### config.mk
export PLATFORM = sky130hd
export DESIGN_NAME = gtf_queue
export DESIGN_NICKNAME = d
export VERILOG_FILES = /design/src/sv/assert_macros.svh /design/src/sv/gtf_queue.sv
export SDC_FILE = /design/constraint.sdc
export NUM_CORES = 1
export LEC_CHECK = 0
export BUFFER_PORTS_ARGS = -buffer_cell sky130_fd_sc_hd__buf_2
export CAP_MARGIN = 10
export CORE_AREA = 5 5 42 44
export DETAILED_ROUTE_END_ITERATION = 8
export DIE_AREA = 0 0 47 49
export GPL_ROUTABILITY_DRIVEN = 1
export PLACE_DENSITY = 0.4
export SLEW_MARGIN = 10
export SYNTH_ARGS = -nofsm -noshare
export SYNTH_HDL_FRONTEND = slang
export SYNTH_SLANG_ARGS = --single-unit
### constraint.sdc
create_clock -name clk -period 1.7 [get_ports clk]
set_input_delay 0.34 -clock clk [delete_from_list [all_inputs] [get_ports clk]]
set_output_delay 0.34 -clock clk [all_outputs]
set_load 0.01 [all_outputs]
### src/sv/assert_macros.svh
// Assertion macros shared by the team queue RTL.
`ifndef ASSERT_MACROS_SVH
`define ASSERT_MACROS_SVH
`ifndef SYNTHESIS
`define GTF_ASSERT(lbl, clk, rst_n, prop, msg) \
	lbl: assert property (@(posedge clk) disable iff (!rst_n) prop) else $error(msg);
`define GTF_ASSERT_ANY(lbl, clk, prop, msg) \
	lbl: assert property (@(posedge clk) prop) else $error(msg);
`else
`define GTF_ASSERT(lbl, clk, rst_n, prop, msg)
`define GTF_ASSERT_ANY(lbl, clk, prop, msg)
`endif
`endif

### src/sv/gtf_queue.sv
// Two-entry queue between the front stage and the sequencer.
module gtf_queue #(
	parameter type item_t = logic
) (
	input  logic   clk,
	input  logic   arst_n,
	input  logic   in_valid,
	output logic   in_ready,
	input  item_t  in_data,
	output logic   out_valid,
	input  logic   out_ready,
	output item_t  out_data
);

	localparam int DEPTH = 2;
	localparam int AW = $clog2(DEPTH);
	localparam int CW = $clog2(DEPTH + 1);

	item_t          mem_q [DEPTH];
	logic [AW-1:0]  wr_q;
	logic [AW-1:0]  rd_q;
	logic [CW-1:0]  cnt_q;
	logic           push;
	logic           pop;

	assign in_ready  = cnt_q != CW'(DEPTH);
	assign out_valid = cnt_q != '0;
	assign out_data  = mem_q[rd_q];
	assign push      = in_valid && in_ready;
	assign pop       = out_valid && out_ready;

	always_ff @(posedge clk or negedge arst_n) begin
		if (!arst_n) begin
			wr_q  <= '0;
			rd_q  <= '0;
			cnt_q <= '0;
		end else begin
			if (push) begin
				wr_q <= wr_q + AW'(1);
			end
			if (pop) begin
				rd_q <= rd_q + AW'(1);
			end
			case ({push, pop})
				2'b10: cnt_q <= cnt_q + CW'(1);
				2'b01: cnt_q <= cnt_q - CW'(1);
				default: cnt_q <= cnt_q;
			endcase
		end
	end

	always_ff @(posedge clk) begin
		if (push) begin
			mem_q[wr_q] <= in_data;
		end
	end

endmodule

==> key figures, run 1 <==
Critical path
  • Setup crit start kind: flop
  • Length in cells of the worst reg-to-reg path: 5
  • Reg2reg end: cnt_q[1]$_DFFE_PN0P_
  • Crit Path Category: reg -> reg
  • Maximum fanout along the worst path: 4
  • CP arrival: 1.65 ns
  • Crit path capture type: flop
  • R2R setup slack: 0.21 ns
  • Reg2reg start: cnt_q[0]$_DFFE_PN0P_
  • Crit path required time: 1.86 ns

Finish
  • Fill cell total of the finished layout: 158
  • Multi-input gate area: 106 um^2
  • Syn-to-layout area delta: 34.3%
  • Cell area after layout: 358 um^2
  • Share of layout cells above drive strength 1: 37.5%
  • Non-Filler Instances: 48
  • Ant. Diodes: 0
  • Fin nets: 39
  • Reg area: 160 um^2
  • Fin util: 25.5%

Power and ir drop
  • Leak pwr: 0.159 nW
  • Power per cell area: 1810 nW/um^2
  • Flop pwr share: 40.6%
  • Switch Pwr: 0.000207 W
  • Int Pwr: 0.000442 W
  • Clock power share: 21.2%
  • Sw Share: 31.9%
  • Maximum VDD drop: 0.000827 V
  • Comb power frac: 38.3%

Worst hold path
  • Worst Hold End: mem_q[1]$_DFFE_PP_
  • Hold Path Stages: 1
  • Hold_sp: in_data
  • Hold WC Path Type: in -> reg

STA
  • Achievable Freq: 671 MHz
  • Endpoints failing hold: 0
  • Setup TNS: 0 ns
  • Clock Skews: 0.00620 ns
  • Final Critical Period: 1.49 ns
  • Fin crit share: 87.6%
  • RSZ-0062 raised after global routing: false
  • Slew Limit Fails: 0
  • Relative slew slack: 90.6%
  • Hold slack: 0.286 ns
  • Worst-margin pin slew: 0.142 ns
  • Final setup viols: 0

Synthesis
  • EDFF count, synth: 2
  • Synthesized area: 267 um^2
  • Async SR Flop Fraction: 66.7%
  • YS warnings: 0
  • Post-synth top cells: dfrtp_1 (4), xnor2_1 (3), edfxtp_1 (2), nor2_1 (2), xor2_1 (2)
  • Post-Syn Nets: 26
  • Synth area leaders: dfrtp_1 (38%), edfxtp_1 (23%), xnor2_1 (9.9%), xor2_1 (6.6%), ha_1 (4.7%)
  • Count of cell types in the netlist: 12
  • Synth top area share: 37.6%
  • Mapped Avg Cell Area: 13.3 um^2
  • Post-synth top area cell: dfrtp_1
  • Most common cell in the netlist: dfrtp_1
  • Synthesized instance count: 20
  • Dominant synthesized flop cell: dfrtp_1
  • Flops & latches, synth: 6
  • Sequential share of the synthesized area: 60.1%

CTS
  • Reg clk slew, reported paths: 0.05 ns
  • Root Buffer: clkbuf_4
  • CTS tree: built
  • Post-CTS Setup Inserts: 0
  • Clock Tree Buf Depth: 2
  • H-tree lvl count: 1
  • TritonCTS buffer count: 3
  • Hold Buf Count CTS: 1
  • CTS sink count: 6
  • Post-CTS sizing: 0
  • Worst skew pair latency: 0.24 ns

Flow run
  • Max-Cap Viols: 0

Global routing
  • Global-route wire length before repair: 641 um
  • Initial antenna violation count: 0
  • Largest net degree at the start of global routing: 5
  • GRT Util Overall: 4.19%
  • Total grt overflow: 0
  • Vias in the first global route: 174

Floorplan
  • Die W: 47 um
  • Core ar.: 1400 um^2
  • Die ar.: 2300 um^2
  • Initial Util: 19.0%
  • Chip Height: 49 um
  • # IOs: 8
  • Rows: 14

Outcome
  • Status: complete, no violations

Drt
  • Final wirelength: 417 um
  • Avg WL per Cell: 8.69 um
  • Final antenna-violating net count: 0
  • Vias post-DR: 181
  • Initial DRC count: 5
  • # DRC: 0
  • Drt via density: 3.77
  • DR pass1 iterations: 3

Placed design
  • HPWL after DPL: 337 um
  • Area after DPL: 322 um^2
  • IO Port Bufs: 7
  • Placed cells: 43
  • GPL Wtd Cong: 0.596
==> state kept, by name (all words and copies together) (netlist names) <==
register  cells
wr_q          1
mem_q         2
cnt_q         2
rd_q          1
==> critical path: stages, from the launching register on <==
cell	delay [ns]
dfrtp_1	0.41
or2_1	0.26
and2_4	0.17
ha_1	0.29
nor2_1	0.14
xor2_1	0.15
==> through the flow <==
step | power [W] | worst slack, ns
floorplan | 0.000446 | 0.224
global placement | 0.000513 | 0.228
detailed placement | 0.000514 | 0.220
CTS | 0.000663 | 0.204
global route | 0.000700 | 0.113
finish | 0.000649 | 0.211
==> cell families after synthesis <==
family | synth area share (%)
xor+xnor | 16.4
fa+ha+maj | 4.69
flops | 60.1
mux | 4.23
simple gates | 14.6
==> power groups by stage <==
stage / Clock [W] / Sequential (W) / Combinational (W)
5_1_grt: 0.000152 / 0.000269 / 0.000279
6_report: 0.000137 / 0.000263 / 0.000248
3_5_place_dp: 0 / 0.000264 / 0.000249
3_3_place_gp: 0 / 0.000265 / 0.000248
4_1_cts: 0.000144 / 0.000264 / 0.000255
2_1_floorplan: 0 / 0.000257 / 0.000190
==> metal layers <==
metal	global-route usage [%]	part of all wire [%]	vias to the layer above
li1	-	-	91
met1	3.83	37	85
met4	0	0	0
met3	5.54	12	0
met5	0	0	-
met2	6.11	51	5
==> cells in the final DEF (no fill, tap or decap), types with 2 or more instances in the layout <==
| cell | synthesis | final |
|---|---|---|
| xnor2_1 | 3 | 3 |
| clkbuf_4 | 0 | 3 |
| edfxtp_1 | 2 | 2 |
| xor2_1 | 2 | 2 |
| buf_2 | 0 | 7 |
| nor2_1 | 2 | 2 |
| dfrtp_1 | 4 | 4 |
==> worst max path at each step <==
stage	start	endpoint	slack (ns)	cells after the start
2_1_floorplan	cnt_q[0]$_DFFE_PN0P_	cnt_q[1]$_DFFE_PN0P_	0.22	5
3_3_place_gp	cnt_q[0]$_DFFE_PN0P_	cnt_q[1]$_DFFE_PN0P_	0.23	5
3_5_place_dp	cnt_q[0]$_DFFE_PN0P_	cnt_q[1]$_DFFE_PN0P_	0.22	5
4_1_cts	cnt_q[0]$_DFFE_PN0P_	cnt_q[1]$_DFFE_PN0P_	0.20	5
5_1_grt	cnt_q[0]$_DFFE_PN0P_	cnt_q[1]$_DFFE_PN0P_	0.11	5
6_report	cnt_q[0]$_DFFE_PN0P_	cnt_q[1]$_DFFE_PN0P_	0.21	5
==> final cells by class <==
type                       count  share of cell area (%)
sequential                     6                    44.8
multi-input combinational     14                    29.7
timing repair buffer           8                    12.6
clock buffer                   4                    7.34
tap                           16                    5.59
Power figures use the tool's default switching activity.
==> run 2: changes to the inputs <==
--- a/config.mk
+++ b/config.mk
@@ -12,6 +12,7 @@
 export DIE_AREA = 0 0 47 49
 export GPL_ROUTABILITY_DRIVEN = 1
 export PLACE_DENSITY = 0.4
+export RECOVER_POWER = 100
 export SLEW_MARGIN = 10
 export SYNTH_ARGS = -nofsm -noshare
 export SYNTH_HDL_FRONTEND = slang
==> run 2 against run 1 <==
First-iteration DRC count fell by 20%. Final cell count did not move. Critical path depth did not move. Sequential power barely moved. Hold slack barely moved. Combinational power fell by 7%. Critical endpoint unchanged. Highest routed layer unchanged.
==> key figures, run 2 (synthesized netlist as in run 1, its figures left out) <==
Finish
  • Most frequent cells in the layout: clkbuf_1 (5), dfrtp_1 (4), xnor2_1 (3), clkbuf_4 (3), buf_2 (3) (was buf_2 (7), dfrtp_1 (4), xnor2_1 (3), clkbuf_4 (3))
  • Fin nets: 39 (unchanged)
  • Syn-to-layout area delta: 31.5% (was 34.3%)
  • Reg area: 160 um^2 (unchanged)
  • Share of layout cells above drive strength 1: 21.9% (was 37.5%)
  • Ant. Diodes: 0 (unchanged)
  • Largest registers: cnt_q (2), mem_q (2) (unchanged)
  • Multi-input gate area: 104 um^2 (was 106 um^2)
  • Commonest non-fill, non-tap cell in the layout: clkbuf_1 (was buf_2)
  • Fill cell total of the finished layout: 161 (was 158)
  • Non-Filler Instances: 48 (unchanged)

Global routing
  • Global-route wire length before repair: 641 um (unchanged)
  • Initial antenna violation count: 0 (unchanged)
  • GRT Util Overall: 4.19% (unchanged)
  • Vias in the first global route: 174 (unchanged)
  • Gr busiest metal: met2 (unchanged)
  • M2 GR Usage: 6.11% (unchanged)
  • Met1 GRT Util: 3.83% (unchanged)
  • Largest net degree at the start of global routing: 5 (unchanged)
  • M3 GR Usage: 5.54% (unchanged)
  • Total grt overflow: 0 (unchanged)

CTS
  • Reg clk slew, reported paths: 0.05 ns (about the same)
  • CTS tree: built (unchanged)
  • Post-CTS sizing: 0 (unchanged)
  • Worst skew pair latency: 0.24 ns (about the same)
  • Clock Tree Buf Depth: 2 (unchanged)
  • Hold Buf Count CTS: 1 (unchanged)
  • Post-CTS Setup Inserts: 0 (unchanged)
  • H-tree lvl count: 1 (unchanged)
  • TritonCTS buffer count: 3 (unchanged)
  • CTS sink count: 6 (unchanged)
  • Root Buffer: clkbuf_4 (unchanged)

Drt
  • Vias post-DR: 181 (unchanged)
  • Final wirelength: 415 um (was 417 um)
  • Initial DRC count: 4 (was 5)
  • # DRC: 0 (unchanged)
  • Drt via density: 3.77 (unchanged)
  • DR pass1 iterations: 4 (was 3)
  • Final antenna-violating net count: 0 (unchanged)
  • Avg WL per Cell: 8.65 um (was 8.69 um)

Placed design
  • Placed cells: 43 (unchanged)
  • HPWL after DPL: 337 um (unchanged)
  • IO Port Bufs: 7 (unchanged)
  • GPL Wtd Cong: 0.596 (unchanged)

Power and ir drop
  • Maximum VDD drop: 0.000828 V (was 0.000827 V)
  • Power per cell area: 1800 nW/um^2 (was 1810 nW/um^2)
  • Leak pwr: 0.146 nW (was 0.159 nW)

Floorplan
  • Core ar.: 1400 um^2 (unchanged)
  • Initial Util: 19.0% (unchanged)
  • Die W: 47 um (unchanged)
  • # IOs: 8 (unchanged)
  • Rows: 14 (unchanged)
  • Die ar.: 2300 um^2 (unchanged)
  • Chip Height: 49 um (unchanged)

STA
  • Slew Limit Fails: 0 (unchanged)
  • Endpoints failing hold: 0 (unchanged)
  • Final Critical Period: 1.52 ns (was 1.49 ns)
  • Worst-margin pin slew: 0.239 ns (was 0.142 ns)
  • Fin crit share: 89.6% (was 87.6%)
  • Relative slew slack: 84.1% (was 90.6%)
  • Achievable Freq: 656 MHz (was 671 MHz)
  • Clock Skews: 0.00627 ns (was 0.00620 ns)
  • RSZ-0062 raised after global routing: false (unchanged)
  • Setup TNS: 0 ns (unchanged)
  • Final setup viols: 0 (unchanged)

Critical path
  • Reg2reg start: cnt_q[0]$_DFFE_PN0P_ (unchanged)
  • Setup crit start kind: flop (unchanged)
  • Worst setup path startpoint: cnt_q[0]$_DFFE_PN0P_ (unchanged)
  • Maximum fanout along the worst path: 4 (unchanged)
  • Crit path capture type: flop (unchanged)
  • Crit Path Category: reg -> reg (unchanged)
  • CP arrival: 1.68 ns (was 1.65 ns)
  • Crit path required time: 1.86 ns (about the same)

Flow run
  • Max-Cap Viols: 0 (unchanged)

Worst hold path
  • Hold WC Path Type: in -> reg (unchanged)
  • Hold_sp: in_data (unchanged)

Outcome
  • Status: complete, no violations (unchanged)
-- run 2: changes by cell type in the layout (fill, tap and decap cells not counted), sizes merged --
| cell | change |
|---|---|
| buf | -4 |
| clkbuf | +4 |
-- run 2: through the flow --
| stage | setup slack, ns | power (W) | utilization (%) | instance area, um^2 | hold slack [ns] |
|---|---|---|---|---|---|
| final | 0.176 | 0.000632 | 25.0 | 350 | 0.286 |
| after global placement | 0.228 | 0.000513 | 22.9 | 322 | 0.153 |
| after global routing | 0.0612 | 0.000685 | 25.0 | 350 | 0.277 |
| after floorplan | 0.224 | 0.000446 | - | 267 | 0.0444 |
| after CTS | 0.204 | 0.000663 | 25.5 | 358 | 0.280 |
| after detailed placement | 0.220 | 0.000514 | 22.9 | 322 | 0.155 |
-- run 2: area by class of cell --
class	count	share of cell area [%]
Clock buffer	4	7.50
Timing Repair Buffer	8	11.4
Multi-Input combinational cell	14	29.6
Sequential cell	6	45.7
Tap cell	16	5.71
-- run 2: metal layers --
metal,routed length (um),up-vias
met4,0,0
met3,37,0
met5,0,-
met2,211,5
met1,166,85
li1,-,91
-- run 2: path summary, 6_finish.rpt --
kind                                        end  slack [ns]  depth (start not counted)
min in group asynchronous      rd_q$_DFFE_PN0P_        0.46                          2
max reg2reg                cnt_q[1]$_DFFE_PN0P_        0.18                          5
min reg2reg                    rd_q$_DFFE_PN0P_        0.47                          1
max                        cnt_q[1]$_DFFE_PN0P_        0.18                          5
max in group asynchronous  cnt_q[0]$_DFFE_PN0P_        1.04                          2
min                          mem_q[1]$_DFFE_PP_        0.29                          1
-- run 2: worst max-delay path, stage by stage (launching register included) --
cell,delay (ns)
dfrtp_1,0.41
or2_0,0.25
and2_0,0.19
ha_1,0.31
nor2_1,0.14
xor2_1,0.15
-- run 2: power by group --
group	leakage [nW]	internal, W	switching (W)
combinational	0.0659	0.000120	0.000112
clock	0.0150	0.0000887	0.0000487
sequential	0.0653	0.000217	0.0000459
total	0.146	0.000425	0.000206
==> run 3: changes to the inputs <==
--- a/config.mk
+++ b/config.mk
@@ -11,7 +11,7 @@
 export DETAILED_ROUTE_END_ITERATION = 8
 export DIE_AREA = 0 0 47 49
 export GPL_ROUTABILITY_DRIVEN = 1
-export PLACE_DENSITY = 0.4
+export PLACE_DENSITY = 0.44
 export RECOVER_POWER = 100
 export SLEW_MARGIN = 10
 export SYNTH_ARGS = -nofsm -noshare
==> constraint.sdc (replaced) <==
create_clock -name clk -period 1.5 [get_ports clk]
set_input_delay 0.3 -clock clk [delete_from_list [all_inputs] [get_ports clk]]
set_output_delay 0.3 -clock clk [all_outputs]
set_load 0.01 [all_outputs]
==> run 3 against run 2 <==
Clock skew shrank 0.0042 ns. Critical path depth grew 2. Via count grew 1.1%. Maximum frequency grew 4.9%. Highest routed layer unchanged.
==> key figures, run 3 (synthesized netlist as in run 1, its figures left out) <==
STA
  • Final Critical Period: 1.45 ns (was 1.52 ns)
  • Setup WS post-layout: 0.0474 ns (was 0.176 ns)
  • Fin crit share: 96.8% (was 89.6%)
  • Clock Skews: 0.00210 ns (was 0.00627 ns)
  • Relative slew slack: 85.6% (was 84.1%)
  • Hold slack: 0.291 ns (was 0.286 ns)
  • Achievable Freq: 688 MHz (was 656 MHz)
  • Final setup viols: 0 (unchanged)
  • Endpoints failing hold: 0 (unchanged)
  • Worst-margin pin slew: 0.216 ns (was 0.239 ns)
  • Slew Limit Fails: 0 (unchanged)

Critical path
  • Length in cells of the worst reg-to-reg path: 7 (was 5)
  • Crit path capture type: flop (unchanged)
  • Crit Path Category: reg -> reg (unchanged)
  • Maximum fanout along the worst path: 3 (was 4)
  • Setup crit start kind: flop (unchanged)
  • CP arrival: 1.58 ns (was 1.68 ns)
  • Crit path required time: 1.62 ns (was 1.86 ns)
  • Reg2reg start: cnt_q[0]$_DFFE_PN0P_ (unchanged)
  • Reg2reg end: cnt_q[1]$_DFFE_PN0P_ (unchanged)
  • R2R setup slack: 0.05 ns (was 0.18 ns)

Global routing
  • Initial antenna violation count: 0 (unchanged)
  • Largest net degree at the start of global routing: 5 (unchanged)
  • GRT Util Overall: 5.53% (was 4.19%)
  • Global-route wire length before repair: 814 um (was 641 um)
  • Vias in the first global route: 198 (was 174)
  • Total grt overflow: 0 (unchanged)

Finish
  • Multi-input gate area: 129 um^2 (was 104 um^2)
  • Commonest non-fill, non-tap cell in the layout: buf_2 (was clkbuf_1)
  • Ant. Diodes: 0 (unchanged)
  • Fill cell total of the finished layout: 155 (was 161)
  • Largest registers: cnt_q (2), mem_q (2) (unchanged)
  • Most frequent cells in the layout: buf_2 (5), dfrtp_1 (4), clkbuf_4 (3) (was clkbuf_1 (5), dfrtp_1 (4), xnor2_1 (3), clkbuf_4 (3), buf_2 (3))
  • Share of layout cells above drive strength 1: 43.8% (was 21.9%)
  • Fin util: 27.2% (was 25.0%)
  • Reg area: 160 um^2 (unchanged)
  • Syn-to-layout area delta: 43.2% (was 31.5%)
  • Fin nets: 40 (was 39)

CTS
  • TritonCTS buffer count: 3 (unchanged)
  • Clock Tree Buf Depth: 2 (unchanged)
  • Root Buffer: clkbuf_4 (unchanged)
  • Worst skew pair latency: 0.24 ns (about the same)
  • Reg clk slew, reported paths: 0.05 ns (about the same)
  • Post-CTS Setup Inserts: 0 (unchanged)
  • H-tree lvl count: 1 (unchanged)
  • CTS sink count: 6 (unchanged)
  • CTS tree: built (unchanged)

Outcome
  • Status: complete, no violations (unchanged)

Floorplan
  • Initial Util: 19.0% (unchanged)
  • Die W: 47 um (unchanged)
  • Rows: 14 (unchanged)
  • # IOs: 8 (unchanged)
  • Chip Height: 49 um (unchanged)
  • Core ar.: 1400 um^2 (unchanged)
  • Die ar.: 2300 um^2 (unchanged)

Worst hold path
  • Hold WC Path Type: in -> reg (unchanged)
  • Worst Hold End: mem_q[1]$_DFFE_PP_ (unchanged)
  • Hold Path Stages: 1 (unchanged)
  • Hold_sp: in_data (unchanged)

Drt
  • Vias post-DR: 183 (was 181)
  • Drt via density: 3.81 (was 3.77)
  • M1 wire length: 176 um (was 166 um)
  • DR pass1 iterations: 3 (was 4)
  • Final antenna-violating net count: 0 (unchanged)
  • Initial DRC count: 1 (was 4)
  • # DRC: 0 (unchanged)
  • Final wirelength: 548 um (was 415 um)
  • Uppermost layer routed: met3 (unchanged)
  • Metal3 WL: 51 um (was 37 um)
  • Met2 wire length: 319 um (was 211 um)
  • Avg WL per Cell: 11.4 um (was 8.65 um)

Flow run
  • Max-Cap Viols: 0 (unchanged)

Power and ir drop
  • Maximum VDD drop: 0.000514 V (was 0.000828 V)
  • Leak pwr: 0.162 nW (was 0.146 nW)
  • Power per cell area: 2140 nW/um^2 (was 1800 nW/um^2)

Placed design
  • Dpl ws: 0.0199 ns (was 0.220 ns)
  • GPL Wtd Cong: 0.651 (was 0.596)
  • IO Port Bufs: 7 (unchanged)
run 3: timing repair:
action,in CTS,in global routing
gates resized for setup,0,3
setup endpoints to repair,0,1
hold buffers,1,0
hold endpoints to repair,4,0
run 3: worst max path at each step:
stage / start / slack [ns] / to / cells after the start
finish: cnt_q[0]$_DFFE_PN0P_ / 0.05 / cnt_q[1]$_DFFE_PN0P_ / 7
global route: cnt_q[0]$_DFFE_PN0P_ / -0.02 / cnt_q[1]$_DFFE_PN0P_ / 6
CTS: cnt_q[1]$_DFFE_PN0P_ / 0.008 / cnt_q[1]$_DFFE_PN0P_ / 5
detailed placement: cnt_q[1]$_DFFE_PN0P_ / 0.02 / cnt_q[1]$_DFFE_PN0P_ / 5
global placement: cnt_q[1]$_DFFE_PN0P_ / 0.08 / cnt_q[1]$_DFFE_PN0P_ / 5
floorplan: cnt_q[0]$_DFFE_PN0P_ / 0.02 / cnt_q[1]$_DFFE_PN0P_ / 5
run 3: report_power, final:
part	internal [W]	switching (W)	leakage, nW
Combinational	0.000209	0.000172	0.0829
Sequential	0.000246	0.0000437	0.0653
Clock	0.0000904	0.0000563	0.0138
run 3: per-layer routing:
| metal | vias to the layer above | track usage (%) |
|---|---|---|
| met5 | - | 0 |
| met3 | 0 | 3.32 |
| li1 | 93 | - |
| met1 | 86 | 4.94 |
| met4 | 0 | 5.53 |
| met2 | 4 | 7.92 |
run 3: metrics by stage:
stage / cell area (um^2) / setup TNS [ns] / total power [W] / std cells
5_1_grt: 382 / -0.0161 / 0.000890 / 48
2_1_floorplan: 267 / 0 / 0.000506 / 20
6_report: 382 / 0 / 0.000817 / 48
3_3_place_gp: 329 / 0 / 0.000598 / 44
3_5_place_dp: 329 / 0 / 0.000614 / 44
4_1_cts: 362 / 0 / 0.000773 / 48
run 3: final cells by class:
cell class / instances / area share, %
sequential: 6 / 42.0
timing repair buffer: 9 / 13.1
multi-input combinational: 14 / 33.8
clock buffer: 3 / 5.90
tap: 16 / 5.25
run 3: critical path, cell delays in order, from the launching register on:
cell and delay (ns):
dfrtp_1 0.36, buf_4 0.15, nand2b_1 0.17, nand2_1 0.18, ha_4 0.17, xnor2_2 0.11, nor2_2 0.05, xor2_1 0.13
